--- src/rtl/cev_pkg.sv ---
package cev_pkg;

  // event kinds
  localparam logic [1:0] EV_NOTE_OFF = 2'd0;
  localparam logic [1:0] EV_NOTE_ON  = 2'd1;
  localparam logic [1:0] EV_KEY      = 2'd2;
  localparam logic [1:0] EV_MODE     = 2'd3;

  // play modes
  localparam logic [1:0] PM_DRUM   = 2'd0;
  localparam logic [1:0] PM_SINGLE = 2'd1;
  localparam logic [1:0] PM_TRIAD  = 2'd2;
  localparam logic [1:0] PM_POWER  = 2'd3;

  // scale tables
  localparam logic [1:0] SC_MAJOR = 2'd0;
  localparam logic [1:0] SC_MINOR = 2'd1;
  localparam logic [1:0] SC_PENTA = 2'd2;
  localparam logic [1:0] SC_EXTRA = 2'd3;

  // register indexes
  localparam logic CFG_PLAY_MODE = 1'b0;
  localparam logic CFG_SCALE     = 1'b1;

  localparam logic [6:0] KEY_LOW  = 7'd12;
  localparam logic [6:0] KEY_HIGH = 7'd110;
  localparam logic [6:0] KEY_HOME = 7'd60;

  // two's complement offsets and key steps, 8 bits
  localparam logic [7:0] OFS_OCT_DN    = 8'hF4;
  localparam logic [7:0] OFS_FIFTH_DN  = 8'hFB;
  localparam logic [7:0] DELTA_OCT_UP  = 8'd12;
  localparam logic [7:0] DELTA_SEMI_UP = 8'd1;
  localparam logic [7:0] DELTA_OCT_DN  = 8'hF4;
  localparam logic [7:0] DELTA_SEMI_DN = 8'hFF;

  localparam logic [4:0] SCALE_TAB [3][8] = '{
    '{5'd0, 5'd2, 5'd4, 5'd5, 5'd7,  5'd9,  5'd11, 5'd12},
    '{5'd0, 5'd2, 5'd3, 5'd5, 5'd7,  5'd8,  5'd10, 5'd12},
    '{5'd0, 5'd3, 5'd5, 5'd7, 5'd10, 5'd12, 5'd15, 5'd17}
  };

  localparam logic [6:0] DRUM_TAB [8] = '{
    7'd36, 7'd38, 7'd37, 7'd43, 7'd45, 7'd42, 7'd46, 7'd49
  };

  // scale degree of the third and fifth above each pad, wrapped into 0..6
  localparam logic [2:0] THIRD_POS [8] = '{
    3'd2, 3'd3, 3'd4, 3'd5, 3'd6, 3'd0, 3'd1, 3'd2
  };
  localparam logic [2:0] FIFTH_POS [8] = '{
    3'd4, 3'd5, 3'd6, 3'd0, 3'd1, 3'd2, 3'd3, 3'd4
  };

  typedef struct packed {
    logic [7:0] pads_pressed;
    logic       mode_pad;
  } in_t;

  typedef struct packed {
    logic [1:0] event_kind;
    logic [6:0] note_number;
    logic       last_event;
  } out_t;

  // request to the shared adder
  typedef struct packed {
    logic       op_note;
    logic [7:0] delta;
    logic [2:0] pad;
    logic [1:0] step;
    logic [1:0] play_mode;
    logic [1:0] scale;
    logic [6:0] key;
  } alu_req_t;

  typedef struct packed {
    logic [6:0] value;
    logic       in_range;
    logic [1:0] last_step;
  } alu_rsp_t;

  // scale code three reads the pentatonic table
  function automatic logic [1:0] scale_idx(input logic [1:0] s);
    return (s == SC_EXTRA) ? SC_PENTA : s;
  endfunction

endpackage

--- src/rtl/cev_alu.sv ---
module cev_alu (
  input  cev_pkg::alu_req_t req,
  output cev_pkg::alu_rsp_t rsp
);
  import cev_pkg::*;

  logic [2:0] tp;
  logic [2:0] fp;
  logic [4:0] root_ofs;
  logic [4:0] third_ofs;
  logic [4:0] fifth_ofs;
  logic [6:0] base;
  logic [7:0] operand;
  logic [8:0] sum;
  logic       triad;

  always_comb begin
    tp        = THIRD_POS[req.pad];
    fp        = FIFTH_POS[req.pad];
    root_ofs  = SCALE_TAB[req.scale][req.pad];
    // degrees below the pad sit an octave up
    third_ofs = SCALE_TAB[req.scale][tp] + ((req.pad > tp) ? 5'd12 : 5'd0);
    fifth_ofs = SCALE_TAB[req.scale][fp] + ((req.pad > fp) ? 5'd12 : 5'd0);
    triad     = (req.play_mode == PM_TRIAD) && (req.scale != SC_PENTA);

    base          = req.key;
    operand       = {3'b000, root_ofs};
    rsp.last_step = 2'd0;

    if (!req.op_note) begin
      operand = req.delta;
    end else begin
      case (req.play_mode)
        PM_DRUM: begin
          base    = 7'd0;
          operand = {1'b0, DRUM_TAB[req.pad]};
        end
        PM_POWER: begin
          rsp.last_step = 2'd2;
          case (req.step)
            2'd0:    operand = {3'b000, root_ofs} + OFS_OCT_DN;
            2'd1:    operand = {3'b000, root_ofs} + OFS_FIFTH_DN;
            default: operand = {3'b000, root_ofs};
          endcase
        end
        default: begin
          if (triad) begin
            rsp.last_step = 2'd3;
            case (req.step)
              2'd0:    operand = {3'b000, root_ofs} + OFS_OCT_DN;
              2'd1:    operand = {3'b000, third_ofs} + OFS_OCT_DN;
              2'd2:    operand = {3'b000, fifth_ofs} + OFS_OCT_DN;
              default: operand = {3'b000, root_ofs};
            endcase
          end
        end
      endcase
    end

    sum          = {2'b00, base} + {operand[7], operand};
    rsp.value    = sum[6:0];
    rsp.in_range = !sum[8] && (sum[7:0] >= {1'b0, KEY_LOW}) &&
                   (sum[7:0] <= {1'b0, KEY_HIGH});
  end

endmodule

--- src/rtl/cev_seq.sv ---
module cev_seq (
  input  logic              clk,
  input  logic              rst_n,
  input  logic              in_valid,
  output logic              in_ready,
  input  cev_pkg::in_t      in_data,
  input  logic [1:0]        play_mode,
  input  logic [1:0]        scale,
  input  logic              slot_free,
  output logic              emit,
  output cev_pkg::out_t     emit_data,
  output cev_pkg::alu_req_t alu_req,
  input  cev_pkg::alu_rsp_t alu_rsp
);
  import cev_pkg::*;

  localparam logic [1:0] ST_IDLE   = 2'd0;
  localparam logic [1:0] ST_DECIDE = 2'd1;
  localparam logic [1:0] ST_RUN    = 2'd2;

  logic [1:0] state_r, state_nxt;
  in_t        frame_r, frame_nxt;
  logic [6:0] key_r, key_nxt;
  logic [7:0] prev_r, prev_nxt;
  logic [7:0] pend_r, pend_nxt;
  logic [1:0] step_r, step_nxt;

  logic [7:0] pads;
  logic [7:0] diff;
  logic [2:0] pad_sel;
  logic [7:0] rest;
  logic       combo;
  logic [7:0] delta;
  logic [6:0] new_key;

  always_comb begin
    pads = frame_r.pads_pressed;
    diff = pads ^ prev_r;

    // lowest pending pad
    pad_sel = 3'd0;
    for (int i = 7; i >= 0; i--) begin
      if (pend_r[i]) pad_sel = 3'(i);
    end
    rest = pend_r & ~(8'b1 << pad_sel);

    combo = 1'b1;
    if (pads[7:4] == 4'hF)      delta = DELTA_OCT_UP;
    else if (pads[7:5] == 3'h7) delta = DELTA_SEMI_UP;
    else if (pads[3:0] == 4'hF) delta = DELTA_OCT_DN;
    else if (pads[2:0] == 3'h7) delta = DELTA_SEMI_DN;
    else begin
      combo = 1'b0;
      delta = 8'd0;
    end

    alu_req.op_note   = (state_r == ST_RUN);
    alu_req.delta     = delta;
    alu_req.pad       = pad_sel;
    alu_req.step      = step_r;
    alu_req.play_mode = play_mode;
    alu_req.scale     = scale;
    alu_req.key       = key_r;

    new_key = (play_mode == PM_DRUM) ? KEY_HOME : alu_rsp.value;
  end

  assign in_ready = (state_r == ST_IDLE);

  always_comb begin
    state_nxt = state_r;
    frame_nxt = frame_r;
    key_nxt   = key_r;
    prev_nxt  = prev_r;
    pend_nxt  = pend_r;
    step_nxt  = step_r;
    emit      = 1'b0;
    emit_data = '0;

    unique case (state_r)
      ST_IDLE: begin
        if (in_valid) begin
          frame_nxt = in_data;
          state_nxt = ST_DECIDE;
        end
      end
      ST_DECIDE: begin
        if (frame_r.mode_pad) begin
          if (slot_free) begin
            emit                 = 1'b1;
            emit_data.event_kind = EV_MODE;
            emit_data.last_event = 1'b1;
            state_nxt            = ST_IDLE;
          end
        end else if (combo) begin
          if (!alu_rsp.in_range) begin
            state_nxt = ST_IDLE;
          end else if (slot_free) begin
            key_nxt               = new_key;
            emit                  = 1'b1;
            emit_data.event_kind  = EV_KEY;
            emit_data.note_number = new_key;
            emit_data.last_event  = 1'b1;
            state_nxt             = ST_IDLE;
          end
        end else begin
          prev_nxt  = pads;
          pend_nxt  = diff;
          step_nxt  = 2'd0;
          state_nxt = (diff == 8'd0) ? ST_IDLE : ST_RUN;
        end
      end
      ST_RUN: begin
        if (slot_free) begin
          emit                  = 1'b1;
          emit_data.event_kind  = pads[pad_sel] ? EV_NOTE_ON : EV_NOTE_OFF;
          emit_data.note_number = alu_rsp.value;
          emit_data.last_event  = (step_r == alu_rsp.last_step) && (rest == 8'd0);
          if (step_r == alu_rsp.last_step) begin
            pend_nxt = rest;
            step_nxt = 2'd0;
            if (rest == 8'd0) state_nxt = ST_IDLE;
          end else begin
            step_nxt = step_r + 2'd1;
          end
        end
      end
      default: state_nxt = ST_IDLE;
    endcase
  end

  always_ff @(posedge clk) begin
    frame_r <= frame_nxt;
    if (!rst_n) begin
      state_r <= ST_IDLE;
      key_r   <= KEY_HOME;
      prev_r  <= 8'd0;
      pend_r  <= 8'd0;
      step_r  <= 2'd0;
    end else begin
      state_r <= state_nxt;
      key_r   <= key_nxt;
      prev_r  <= prev_nxt;
      pend_r  <= pend_nxt;
      step_r  <= step_nxt;
    end
  end

endmodule

--- src/rtl/touch_keyboard_chord_event_generator.sv ---
// channel | direction | handshake            | payload
// in      | input     | in_valid / in_ready   | cev_pkg::in_t  (pads_pressed, mode_pad)
// out     | output    | out_valid / out_ready | cev_pkg::out_t (event_kind, note_number,
//         |           |                       |                 last_event)
// cfg     | input     | cfg_we                | cfg_index, cfg_wdata (no read-back)
//
// a request is taken in ST_IDLE, decided (mode pad, key combination or pad scan) in
// ST_DECIDE, then its note events leave ST_RUN one after another, each one waiting
// for room in the output register; the single shared adder forms every note and
// key value in turn
// in_ready is low from acceptance until the last event sits in the output register
// a stalled output register holds the sequencer in place; nothing is dropped
// reset (synchronous, rst_n low) sets the key to 60, clears the pad history,
// play mode and scale select, and empties the output register
module touch_keyboard_chord_event_generator (
  input  logic          clk,
  input  logic          rst_n,
  input  logic          in_valid,
  output logic          in_ready,
  input  cev_pkg::in_t  in_data,
  output logic          out_valid,
  input  logic          out_ready,
  output cev_pkg::out_t out_data,
  input  logic          cfg_we,
  input  logic          cfg_index,
  input  logic [1:0]    cfg_wdata
);
  import cev_pkg::*;

  // configuration registers
  logic [1:0] play_mode_r;
  logic [1:0] scale_r;

  // output register
  logic       out_valid_r;
  out_t       out_r;

  // sequencer <-> shared adder
  alu_req_t   alu_req;
  alu_rsp_t   alu_rsp;
  logic       emit;
  out_t       emit_data;
  logic       slot_free;

  // output register may be refilled in the cycle it is drained
  assign slot_free = !out_valid_r || out_ready;

  cev_seq u_seq (
    .clk       (clk),
    .rst_n     (rst_n),
    .in_valid  (in_valid),
    .in_ready  (in_ready),
    .in_data   (in_data),
    .play_mode (play_mode_r),
    .scale     (scale_idx(scale_r)),
    .slot_free (slot_free),
    .emit      (emit),
    .emit_data (emit_data),
    .alu_req   (alu_req),
    .alu_rsp   (alu_rsp)
  );

  // one adder for key steps and every note offset
  cev_alu u_alu (
    .req (alu_req),
    .rsp (alu_rsp)
  );

  always_ff @(posedge clk) begin
    if (!rst_n) begin
      play_mode_r <= PM_DRUM;
      scale_r     <= SC_MAJOR;
    end else if (cfg_we) begin
      unique case (cfg_index)
        CFG_PLAY_MODE: play_mode_r <= cfg_wdata;
        CFG_SCALE:     scale_r     <= cfg_wdata;
        default:       play_mode_r <= play_mode_r;
      endcase
    end
  end

  always_ff @(posedge clk) begin
    if (emit) out_r <= emit_data;
    if (!rst_n) begin
      out_valid_r <= 1'b0;
    end else if (emit) begin
      out_valid_r <= 1'b1;
    end else if (out_ready) begin
      out_valid_r <= 1'b0;
    end
  end

  assign out_valid = out_valid_r;
  assign out_data  = out_r;

  // one request in flight at a time
  a_one_in_flight: assert property (@(posedge clk) disable iff (!rst_n)
    in_valid && in_ready |=> !in_ready)
    else $error("request accepted while busy");

  // the sequencer never overwrites a result still waiting
  a_no_overwrite: assert property (@(posedge clk) disable iff (!rst_n)
    emit |-> slot_free)
    else $error("result overwritten");

  // a reported key stays within the playable range
  a_key_range: assert property (@(posedge clk) disable iff (!rst_n)
    out_valid && out_data.event_kind == EV_KEY |->
      out_data.note_number >= KEY_LOW && out_data.note_number <= KEY_HIGH)
    else $error("key out of range");

  // mode pad and key events close their frame
  a_single_event: assert property (@(posedge clk) disable iff (!rst_n)
    out_valid && (out_data.event_kind == EV_KEY || out_data.event_kind == EV_MODE)
      |-> out_data.last_event)
    else $error("single event frame not marked last");

endmodule
--- config.mk ---
export PLATFORM = sky130hd
export DESIGN_NAME = touch_keyboard_chord_event_generator
export DESIGN_NICKNAME = d
export VERILOG_FILES = /design/src/rtl/cev_pkg.sv /design/src/rtl/cev_alu.sv /design/src/rtl/cev_seq.sv /design/src/rtl/touch_keyboard_chord_event_generator.sv
export SDC_FILE = /design/constraint.sdc
export NUM_CORES = 1
export LEC_CHECK = 0
export BUFFER_PORTS_ARGS = -buffer_cell sky130_fd_sc_hd__buf_2
export CAP_MARGIN = 30
export CORE_ASPECT_RATIO = 1.1
export CORE_UTILIZATION = 65
export CTS_CLUSTER_DIAMETER = 200
export DETAILED_ROUTE_END_ITERATION = 16
export PLACE_DENSITY = 0.84
export SLEW_MARGIN = 40
export SYNTH_ARGS = -nofsm -noshare
export SYNTH_HDL_FRONTEND = slang
export SYNTH_SLANG_ARGS = --single-unit
--- constraint.sdc ---
create_clock -name clk -period 19.9 [get_ports clk]
set_clock_uncertainty 0.1 [all_clocks]
set_input_delay 3.98 -clock clk [delete_from_list [all_inputs] [get_ports clk]]
set_output_delay 3.98 -clock clk [all_outputs]
set_load 0.005 [all_outputs]
=== Word-level counts from Yosys, hierarchy flattened ===
Memories as Yosys holds them, arrays and structs flattened.
Cells that the tools add are included.

* $add $sub $neg: 8
* Magnitude comparators: 9
* Equal/unequal tests: 19
* Shift operators: 1
* Mux-type cells: 87
* Bitwise operators: 10
* Reductions and logical operators: 22

{| class="wikitable"
|+ Operator list
! cell !! count
|-
| $bmux 40 s2 || 1
|-
| $mux 40 || 2
|-
| $mux 8 || 10
|-
| $pmux 8 s2 || 3
|-
| $bmux 5 s3 || 3
|-
| $mux 7 || 6
|-
| $mux 10 || 4
|-
| $mux 2 || 18
|-
| $mux 3 || 12
|-
| $mux 5 || 6
|-
| $pmux 8 s3 || 1
|-
| $add 6x5->7 const B || 3
|-
| $pmux 10 s2 || 1
|-
| $logic_not 8->1 || 2
|-
| $ne 2x2->1 const B || 7
|-
| $mux 1 || 13
|-
| $ge 4x4->1 const B || 3
|-
| $not 3->4 || 3
|-
| $add 5x5->5 || 2
|-
| $eq 2x2->1 const B || 5
|-
| $reduce_and 5->1 || 2
|-
| $add 8x8->9 || 1
|-
| $and 8x8->8 || 1
|-
| $eq 4x4->1 const B || 2
|-
| other kinds (28) || 45
|}

* Bits in registers: 51
* Bits in read-only memories: 104
* Bits of input ports: 17
* Output and inout bits: 12
* Word-level logic and storage cells: 172
* Memories kept: 3

{| class="wikitable"
|+ Memories
! name !! words !! width !! rd ports !! clocked after Yosys merged registers in !! write ports !! RTL line !! source
|-
| (name not given) || 8 || 7 || 1 || 0 || 0 || cev_alu.sv:36 || <nowiki>operand = {1'b0, DRUM_TAB[req.pad]};</nowiki>
|-
| (name not given) || 8 || 3 || 1 || 0 || 0 || cev_alu.sv:18 || <nowiki>tp = THIRD_POS[req.pad];</nowiki>
|-
| (name not given) || 8 || 3 || 1 || 0 || 0 || cev_alu.sv:19 || <nowiki>fp = FIFTH_POS[req.pad];</nowiki>
|}

=== Depth between registers and ports, before layout ===
Gate-level depths: netlist of run 1.

* Depth after elaboration: 31
* Gate-level depth with buffers: 33
* Depth with buffers taken out: 32

=== Hierarchy ===
From an unflattened synthesis of run 1, not the netlist that was laid out.

* Cells, all modules: 630
* Area total of the unflattened synthesis: 5058.6 µm²

{| class="wikitable"
|+ By module, submodules not included
! module !! times used !! cells an instance !! area each (µm²)
|-
| cev_seq || 1 || 268 || 2290.9
|-
| cev_alu || 1 || 330 || 2257.2
|-
| touch_keyboard_chord_event_generator || 1 || 32 || 510.5
|}

=== Worst setup path after synthesis of run 1 ===
Ideal clock, no wire load.

* Path kind: flip-flop to flip-flop
* Start: register u_seq.pend_r[3]
* End: register out_r, in the netlist out_data[0], enable pin
* Setup time: 393 ps
* Data arrival time: 7122 ps
* Required time: 19407 ps
* Slack: 12285 ps
* Stages on the path, launching flop included: 32
* Path buffers: 1
* Cells stage by stage: dfxtp_1 > buf_4 > nor2_1 > a211o_1 > a21o_1 > ha_1 > o31ai_4 > ha_1 > nor2b_1 > o21ai_0 > inv_1 > o21a_1 > ha_1 > inv_1 > fa_1 > mux2i_1 > ha_1 > inv_1 > ha_1 > nor2_1 > o21ai_0 > nand2_1 > o21ai_0 > o22ai_1 > ha_1 > and3_1 > a221oi_2 > xnor2_1 > a2111oi_0 > a31oi_1 > nand3_1 > a211oi_1

* Word-level cells in the longest chain between the ends: 26
* Elaborated cells between the ends (all ways): 50

{| class="wikitable"
|+ RTL lines
! item !! RTL line !! source
|-
| start, declared || cev_seq.sv:25 || <nowiki>logic [7:0] pend_r, pend_nxt;</nowiki>
|-
| start signal, assigned || cev_seq.sv:144 || <nowiki>pend_r <= pend_nxt;</nowiki>
|-
| $mux 3 (*) (4 in a row) || cev_seq.sv:43 || <nowiki>if (pend_r[i]) pad_sel = 3'(i);</nowiki>
|-
| $not 3->4 (implied by the code) || n/a ||
|-
| $mem_v2 8x3 (on tied branches) || n/a ||
|-
| $mux 3 (on tied branches) (2 in a row) || cev_alu.sv:19, cev_alu.sv:18 ||
|-
| $not 3->4 (on tied branches) || cev_alu.sv:23, cev_alu.sv:22 ||
|-
| $bmux 5 s3 (on tied branches) || cev_alu.sv:23, cev_alu.sv:22 ||
|-
| $mux 5 (on tied branches) (2 in a row) || cev_alu.sv:23, cev_alu.sv:22 ||
|-
| $add 5x5->5 (on tied branches) || cev_alu.sv:23, cev_alu.sv:22 ||
|-
| (+6 left out) || n/a ||
|-
| $ge 8x4->1 / $logic_not 1->1 (equally long branches) || cev_alu.sv:62 || <nowiki>rsp.in_range = !sum[8] && (sum[7:0] >= {1'b0, KEY_LOW}) &&</nowiki>
|-
| $logic_and 1x1->1 || cev_alu.sv:62 ||
|-
| $logic_and 1x1->1 (*) || cev_alu.sv:62 ||
|-
| $mux 1 (*) || cev_seq.sv:96 || <nowiki>if (!alu_rsp.in_range) begin</nowiki>
|-
| $mux 1 (*) || cev_seq.sv:95 || <nowiki>end else if (combo) begin</nowiki>
|-
| $mux 1 (*) || cev_seq.sv:88 || <nowiki>if (frame_r.mode_pad) begin</nowiki>
|-
| $pmux 1 s2 (*) || cev_seq.sv:80 || <nowiki>unique case (state_r)</nowiki>
|-
| net emit || touch_keyboard_chord_event_generator.sv:41 || <nowiki>logic emit;</nowiki>
|-
| end signal, assigned || touch_keyboard_chord_event_generator.sv:83 || <nowiki>if (emit) out_r <= emit_data;</nowiki>
|-
| end, declared || touch_keyboard_chord_event_generator.sv:36 || <nowiki>out_t out_r;</nowiki>
|}

The timed path passes the listed nets; every way through them passes the cells marked *. The select of a mux whose other input is x is not followed.
A chain may end at the register's enable or synchronous reset.

=== Worst setup path in the final report of run 1 ===
* Start: register u_seq.pend_r[3]
* End: register out_r, in the netlist out_data[7], enable pin

The elaborated chain is that of the path after synthesis.

==> results.py, run 1 <==
metrics = {
    "sta": {
        "final_clock_period_utilization_by_the_worst_path_pct": 40.90,
        "report.final.hold_viol_count": 0,
        "peak_freq_ghz": 0.1229,
        "timing_max_transition_violations_final": 0,
        "worst-slew-pin-transition_ps": 782.1,
        "fin_crit_ps": 8139,
        "rsz0062_at_grt": "false",
        "slew_headroom_pct": 47.38,
        "final-setup-viol-count": 0,
        "totalNegativeSetupSlack_ps": 0,
    },
    "grt": {
        "grt.total_usage_pct": 33.22,
        "antenna_found_initial": 0,
        "first_global_vias": 4372,
        "globalRouteOverflowTotal": 0,
        "pin_count_of_the_biggest_net_entering_global_routing": 38,
        "first_pass_grt_wire_length_mm": 20.91,
    },
    "worst_setup_path": {
        "worst_setup_path_start_kind": "flip-flop",
        "path_common_cell": "sky130_fd_sc_hd__ha_1",
        "crit_required_ps": 19820,
        "critical-path-max-stage-delay_ps": 600,
        "path_class": "reg -> reg",
        "peak_fanout_along_the_critical_path": 12,
        "timing.critical_path.arrival_ps": 8050,
        "critical_path.endpoint_type": "flip-flop",
        "cp_slowest_cell": "sky130_fd_sc_hd__dfxtp_1",
    },
    "logic_synthesis": {
        "synthesis.yosys.warnings": 0,
        "synthesis.area_um2": 4916,
        "post_synth_num_cell_types": 85,
        "synth_async_sr_flop_share_pct": 0,
        "number_of_enable_type_register_cells_in_the_synthesized_netlist": 19,
        "syn_inst": 592,
        "ys_top_cells_by_area": "sky130_fd_sc_hd__dfxtp_1 (13%), sky130_fd_sc_hd__edfxtp_1 (12%), sky130_fd_sc_hd__ha_1 (8.9%), sky130_fd_sc_hd__mux2i_1 (4.7%), sky130_fd_sc_hd__o21ai_0 (4.1%)",
        "synthDominantAreaCellType": "sky130_fd_sc_hd__dfxtp_1",
        "syn_area_per_cell_um2": 8.304,
        "synthesis.nets": 647,
        "synth_commonest_cells": "sky130_fd_sc_hd__nor2_1 (48), sky130_fd_sc_hd__nand2_1 (46), sky130_fd_sc_hd__o21ai_0 (40), sky130_fd_sc_hd__ha_1 (35), sky130_fd_sc_hd__inv_1 (34)",
        "synth.yosys.seq_area_share_pct": 24.64,
        "synth_most_common_cell": "sky130_fd_sc_hd__nor2_1",
        "synth_flop_cell": "sky130_fd_sc_hd__dfxtp_1",
        "synth-seq-cells": 51,
        "yosysTopAreaCellShare_pct": 13.03,
    },
    "clock_tree": {
        "cts_root_buf": "sky130_fd_sc_hd__clkbuf_8",
        "cts_repair_resize_count": 0,
        "htree_levels": 2,
        "worstSkewPairLatency_ps": 310,
        "cts.reportedPaths.clkPinSlew_ps": 100,
        "tritoncts.num_buffers": 5,
        "clock_tree.buffer_depth": 2,
        "tritoncts": "built",
        "cts_num_sinks": 51,
        "cts.repair_timing.setup_buffer_count": 0,
        "holdBufCountCts": 0,
    },
    "die": {
        "die-area_um2": 7915,
        "start_util_pct": 68.59,
        "die_width_um": 84.92,
        "die_height_um": 93.21,
        "rows": 32,
        "io_pins": 29,
        "core_area_um2": 7167,
    },
    "routing": {
        "totalWireLength_mm": 12.66,
        "drt_pass1_iterations": 5,
        "antenna_violating_nets_post_route": 0,
        "drt-vias-per-instance": 6.697,
        "vias": 4601,
        "number_of_drc_violations_after_detailed_routing": 0,
        "first_iter_violations": 430,
        "routed_wire_length_per_instance_um": 18.43,
    },
    "placed_design": {
        "place_congestion": 0.9830,
        "place.port_buffers": 28,
        "hpwlAfterDp_mm": 9.599,
    },
    "status": {
        "status": "complete, no violations",
    },
    "min_path": {
        "hold_path_class": "reg -> reg",
    },
    "layout": {
        "area_growth_syn_to_layout_pct": 4.759,
        "share_of_final_layout_standard_cells_stronger_than_drive_strength_1_pct": 12.29,
        "layout.nets": 656,
        "antenna_cells": 0,
    },
    "run": {
        "maxCapViolations": 0,
    },
}
flip-flops by register name, indices dropped and copies added (netlist names):
signal         count
out_data          10
u_seq.pads         8
u_seq.pend_r       8
u_seq.prev_r       8
u_seq.key_r        7
play_mode_r        2
scale_r            2
u_seq.state_r      2
u_seq.step_r       2
out_valid          1
u_seq.frame_r      1
critical path: cells and delay by family (launching register included):
family          cells  cell delay [ps]
compound gates     12             3220
xor+xnor            1              300
fa+ha+maj           7             2180
buf+inv             4              390
flops               1              600
mux                 1              210
simple gates        6              870
metrics by stage:
step	instance area, um^2	hold WS (ps)	std cells	setup WS [ps]	util (%)
final	5150	369.0	687	11760	71.86
after global placement	5057	344.0	679	11960	70.57
after detailed placement	5057	352.1	679	11880	70.57
after global routing	5150	391.6	687	11410	71.86
after floorplan	4916	333.4	592	12280	-
after CTS	5146	364.9	687	11840	71.81
worst paths after layout:
check / start / to / slack, ps / cells past startpoint
max: u_seq.pend_r[3]$_SDFFE_PN0P_ / out_data[7]$_DFFE_PP_ / 11760 / 31
min: u_seq.key_r[1]$_SDFFE_PN0P_ / u_seq.key_r[1]$_SDFFE_PN0P_ / 370 / 2
max reg2reg: u_seq.pend_r[3]$_SDFFE_PN0P_ / out_data[7]$_DFFE_PP_ / 11760 / 31
min reg2reg: u_seq.key_r[1]$_SDFFE_PN0P_ / u_seq.key_r[1]$_SDFFE_PN0P_ / 370 / 2
logic make-up (layout without fill, tap and decap cells):
group | Yosys count | count (layout) | share of synthesized area (%)
compound gates | 189 | 189 | 28.38
flops | 51 | 51 | 24.64
buf+inv | 66 | 76 | 5.498
simple gates | 201 | 201 | 21.68
fa+ha+maj | 40 | 40 | 10.54
xor+xnor | 18 | 18 | 3.207
mux | 27 | 27 | 6.057
per-layer routing:
| metal | vias to the layer above | track usage, % | share of wire (%) |
|---|---|---|---|
| met5 | - | 0 | 0 |
| met2 | 217 | 56.10 | 47 |
| met3 | 38 | 4.148 | 6.5 |
| met4 | 0 | 13.98 | 3.3 |
| li1 | 2201 | - | - |
| met1 | 2145 | 42.94 | 43 |
final cells by class:
| cell class | instances | area (um^2) |
|---|---|---|
| clock buffer | 5 | 68.82 |
| clock inverter | 3 | 20.02 |
| fill | 558 | 2017 |
| inverter | 37 | 142.6 |
| multi-input combinational | 475 | 3438 |
| sequential | 51 | 1211 |
| tap | 85 | 106.4 |
| timing repair buffer | 31 | 162.7 |
placed cells by master (no fill, tap or decap), drive strengths merged, types with 16 or more instances in the layout:
| master | instances |
|---|---|
| o21ai | 48 |
| a21boi | 16 |
| edfxtp | 19 |
| nor2 | 49 |
| nor2b | 27 |
| mux2i | 24 |
| dfxtp | 32 |
| ha | 35 |
| inv | 36 |
| a21oi | 22 |
| nand2 | 47 |
| buf | 31 |
Power of run 1 is not shown: default switching activity piles up to over one toggle a cycle in this logic, so the estimate is an artifact.
==> inputs of run 2 (changes only) <==
--- a/config.mk
+++ b/config.mk
@@ -8,10 +8,10 @@
 export BUFFER_PORTS_ARGS = -buffer_cell sky130_fd_sc_hd__buf_2
 export CAP_MARGIN = 30
 export CORE_ASPECT_RATIO = 1.1
-export CORE_UTILIZATION = 65
+export CORE_UTILIZATION = 63
 export CTS_CLUSTER_DIAMETER = 200
 export DETAILED_ROUTE_END_ITERATION = 16
-export PLACE_DENSITY = 0.84
+export PLACE_DENSITY = 0.82
 export SLEW_MARGIN = 40
 export SYNTH_ARGS = -nofsm -noshare
 export SYNTH_HDL_FRONTEND = slang
==> constraint.sdc (replaced) <==
create_clock -name clk -period 8.3 [get_ports clk]
set_clock_uncertainty 0.1 [all_clocks]
set_input_delay 1.66 -clock clk [delete_from_list [all_inputs] [get_ports clk]]
set_output_delay 1.66 -clock clk [all_outputs]
set_load 0.005 [all_outputs]
==> results.py, run 2 (synthesized netlist as in run 1, its figures left out) <==
metrics = {
    "status": {
        "status": "complete, no violations",
    },
    "die": {
        "io_pins": 29,
        "die_width_um": 86.23,
        "rows": 33,
        "start_util_pct": 65.42,
        "die_height_um": 94.65,
        "core_area_um2": 7515,
        "die-area_um2": 8161,
    },
    "sta": {
        "slew_headroom_pct": 45.68,
        "final_clock_period_utilization_by_the_worst_path_pct": 93.33,
        "worst-slew-pin-transition_ps": 807.3,
        "report.final.hold_viol_count": 0,
        "final-setup-viol-count": 0,
        "rsz0062_at_grt": "false",
        "fin_crit_ps": 7746,
        "totalNegativeSetupSlack_ps": 0,
        "timing_max_transition_violations_final": 0,
        "peak_freq_ghz": 0.1291,
    },
    "routing": {
        "vias": 4553,
        "number_of_drc_violations_after_detailed_routing": 0,
        "totalWireLength_mm": 12.61,
        "drt_pass1_iterations": 6,
        "first_iter_violations": 412,
        "antenna_violating_nets_post_route": 0,
        "routed_wire_length_per_instance_um": 17.79,
        "drt-vias-per-instance": 6.422,
    },
    "clock_tree": {
        "cts_num_sinks": 51,
        "worstSkewPairLatency_ps": 310,
        "tritoncts.num_buffers": 5,
        "cts.reportedPaths.clkPinSlew_ps": 100,
        "htree_levels": 2,
        "clock_tree.buffer_depth": 2,
        "cts_root_buf": "sky130_fd_sc_hd__clkbuf_8",
        "tritoncts": "built",
        "holdBufCountCts": 0,
    },
    "worst_setup_path": {
        "path_class": "reg -> reg",
        "timing.critical_path.arrival_ps": 7670,
        "crit_required_ps": 8220,
        "worst_setup_path_start_kind": "flip-flop",
        "peak_fanout_along_the_critical_path": 10,
        "path_common_cell": "sky130_fd_sc_hd__ha_1",
        "cp_slowest_cell": "sky130_fd_sc_hd__dfxtp_1",
        "critical-path-max-stage-delay_ps": 540,
        "timing.reg2reg.setup_slack_ps": 550,
        "critical_path.endpoint_type": "flip-flop",
    },
    "layout": {
        "area_growth_syn_to_layout_pct": 5.930,
        "final_area_um2": 5207,
        "share_of_final_layout_standard_cells_stronger_than_drive_strength_1_pct": 12.91,
        "layout.cells.most_common": "sky130_fd_sc_hd__nor2_1",
        "final_cell_mix": "sky130_fd_sc_hd__nor2_1 (48), sky130_fd_sc_hd__nand2_1 (46), sky130_fd_sc_hd__o21ai_0 (40)",
        "layout.nets": 658,
        "largest_register_by_flop_count": "out_data",
        "antenna_cells": 0,
        "largest_reg_flops": 10,
    },
    "placed_design": {
        "place_congestion": 0.9693,
        "hpwlAfterDp_mm": 9.446,
        "dpl_cell_area_um2": 5090,
        "place.port_buffers": 28,
    },
    "grt": {
        "first_global_vias": 4275,
        "pin_count_of_the_biggest_net_entering_global_routing": 38,
        "grt.total_usage_pct": 32.12,
        "globalRouteOverflowTotal": 0,
        "antenna_found_initial": 0,
        "first_pass_grt_wire_length_mm": 20.79,
    },
    "min_path": {
        "hold_path_class": "reg -> reg",
    },
    "run": {
        "maxCapViolations": 0,
    },
}
==> run 2: cell types whose count changed in the layout (fill, tap and decap cells not counted), sizes merged <==
cell,previous run,this run
buf,31,33
clkbuf,5,7
clkinv,3,1
clkinvlp,1,0
inv,36,37
==> run 2: routing by layer <==
layer	part of all wire (%)	track usage (%)
met2	48	54.17
met5	0	0
met4	2.3	11.94
met3	6.1	2.710
met1	44	42.83
==> run 2: final timing paths <==
path / from / to / depth (start not counted)
worst min-delay path: u_seq.key_r[6]$_SDFFE_PN0P_ / u_seq.key_r[6]$_SDFFE_PN0P_ / 2
worst max register to register: u_seq.pend_r[5]$_SDFFE_PN0P_ / out_data[7]$_DFFE_PP_ / 31
worst max-delay path: u_seq.pend_r[5]$_SDFFE_PN0P_ / out_data[7]$_DFFE_PP_ / 31
worst min register to register: u_seq.key_r[6]$_SDFFE_PN0P_ / u_seq.key_r[6]$_SDFFE_PN0P_ / 2
==> run 2: cell type report <==
class | instances | area (um^2)
clock buffer | 7 | 96.34
clock inverter | 1 | 6.256
multi-input combinational | 475 | 3441
inverter | 37 | 142.6
fill | 624 | 2307
tap | 105 | 131.4
sequential | 51 | 1212
timing repair buffer | 33 | 177.7
==> run 2: critical path, delay by kind of cell (launching register included) <==
family | cells | cell delay, ps
AO/OA/AOI/OAI | 12 | 3000
adder cells (fa/ha/maj) | 7 | 2170
AND/OR/NAND/NOR | 6 | 770
flip-flops | 1 | 540
buffers and inverters | 4 | 380
XOR/XNOR | 1 | 300
multiplexers | 1 | 190
==> run 2: what timing repair did <==
item	in CTS	in global routing
gates resized for setup	0	2
endpoints found under the setup margin	0	10
endpoints found under the hold margin	0	0
setup buffers	0	1
==> run 2: per-stage QoR <==
step           hold WS, ps  cells  setup slack (ps)  util, %
6_report             387.7    709             553.8    69.30
5_1_grt              408.5    709             19.71    69.30
4_1_cts              378.0    708             353.3    69.10
3_5_place_dp         364.6    700             384.2    67.73
3_3_place_gp         344.4    700             722.0    67.73
2_1_floorplan        333.4    592             684.8        -
Power of run 2 is left out for the same reason.
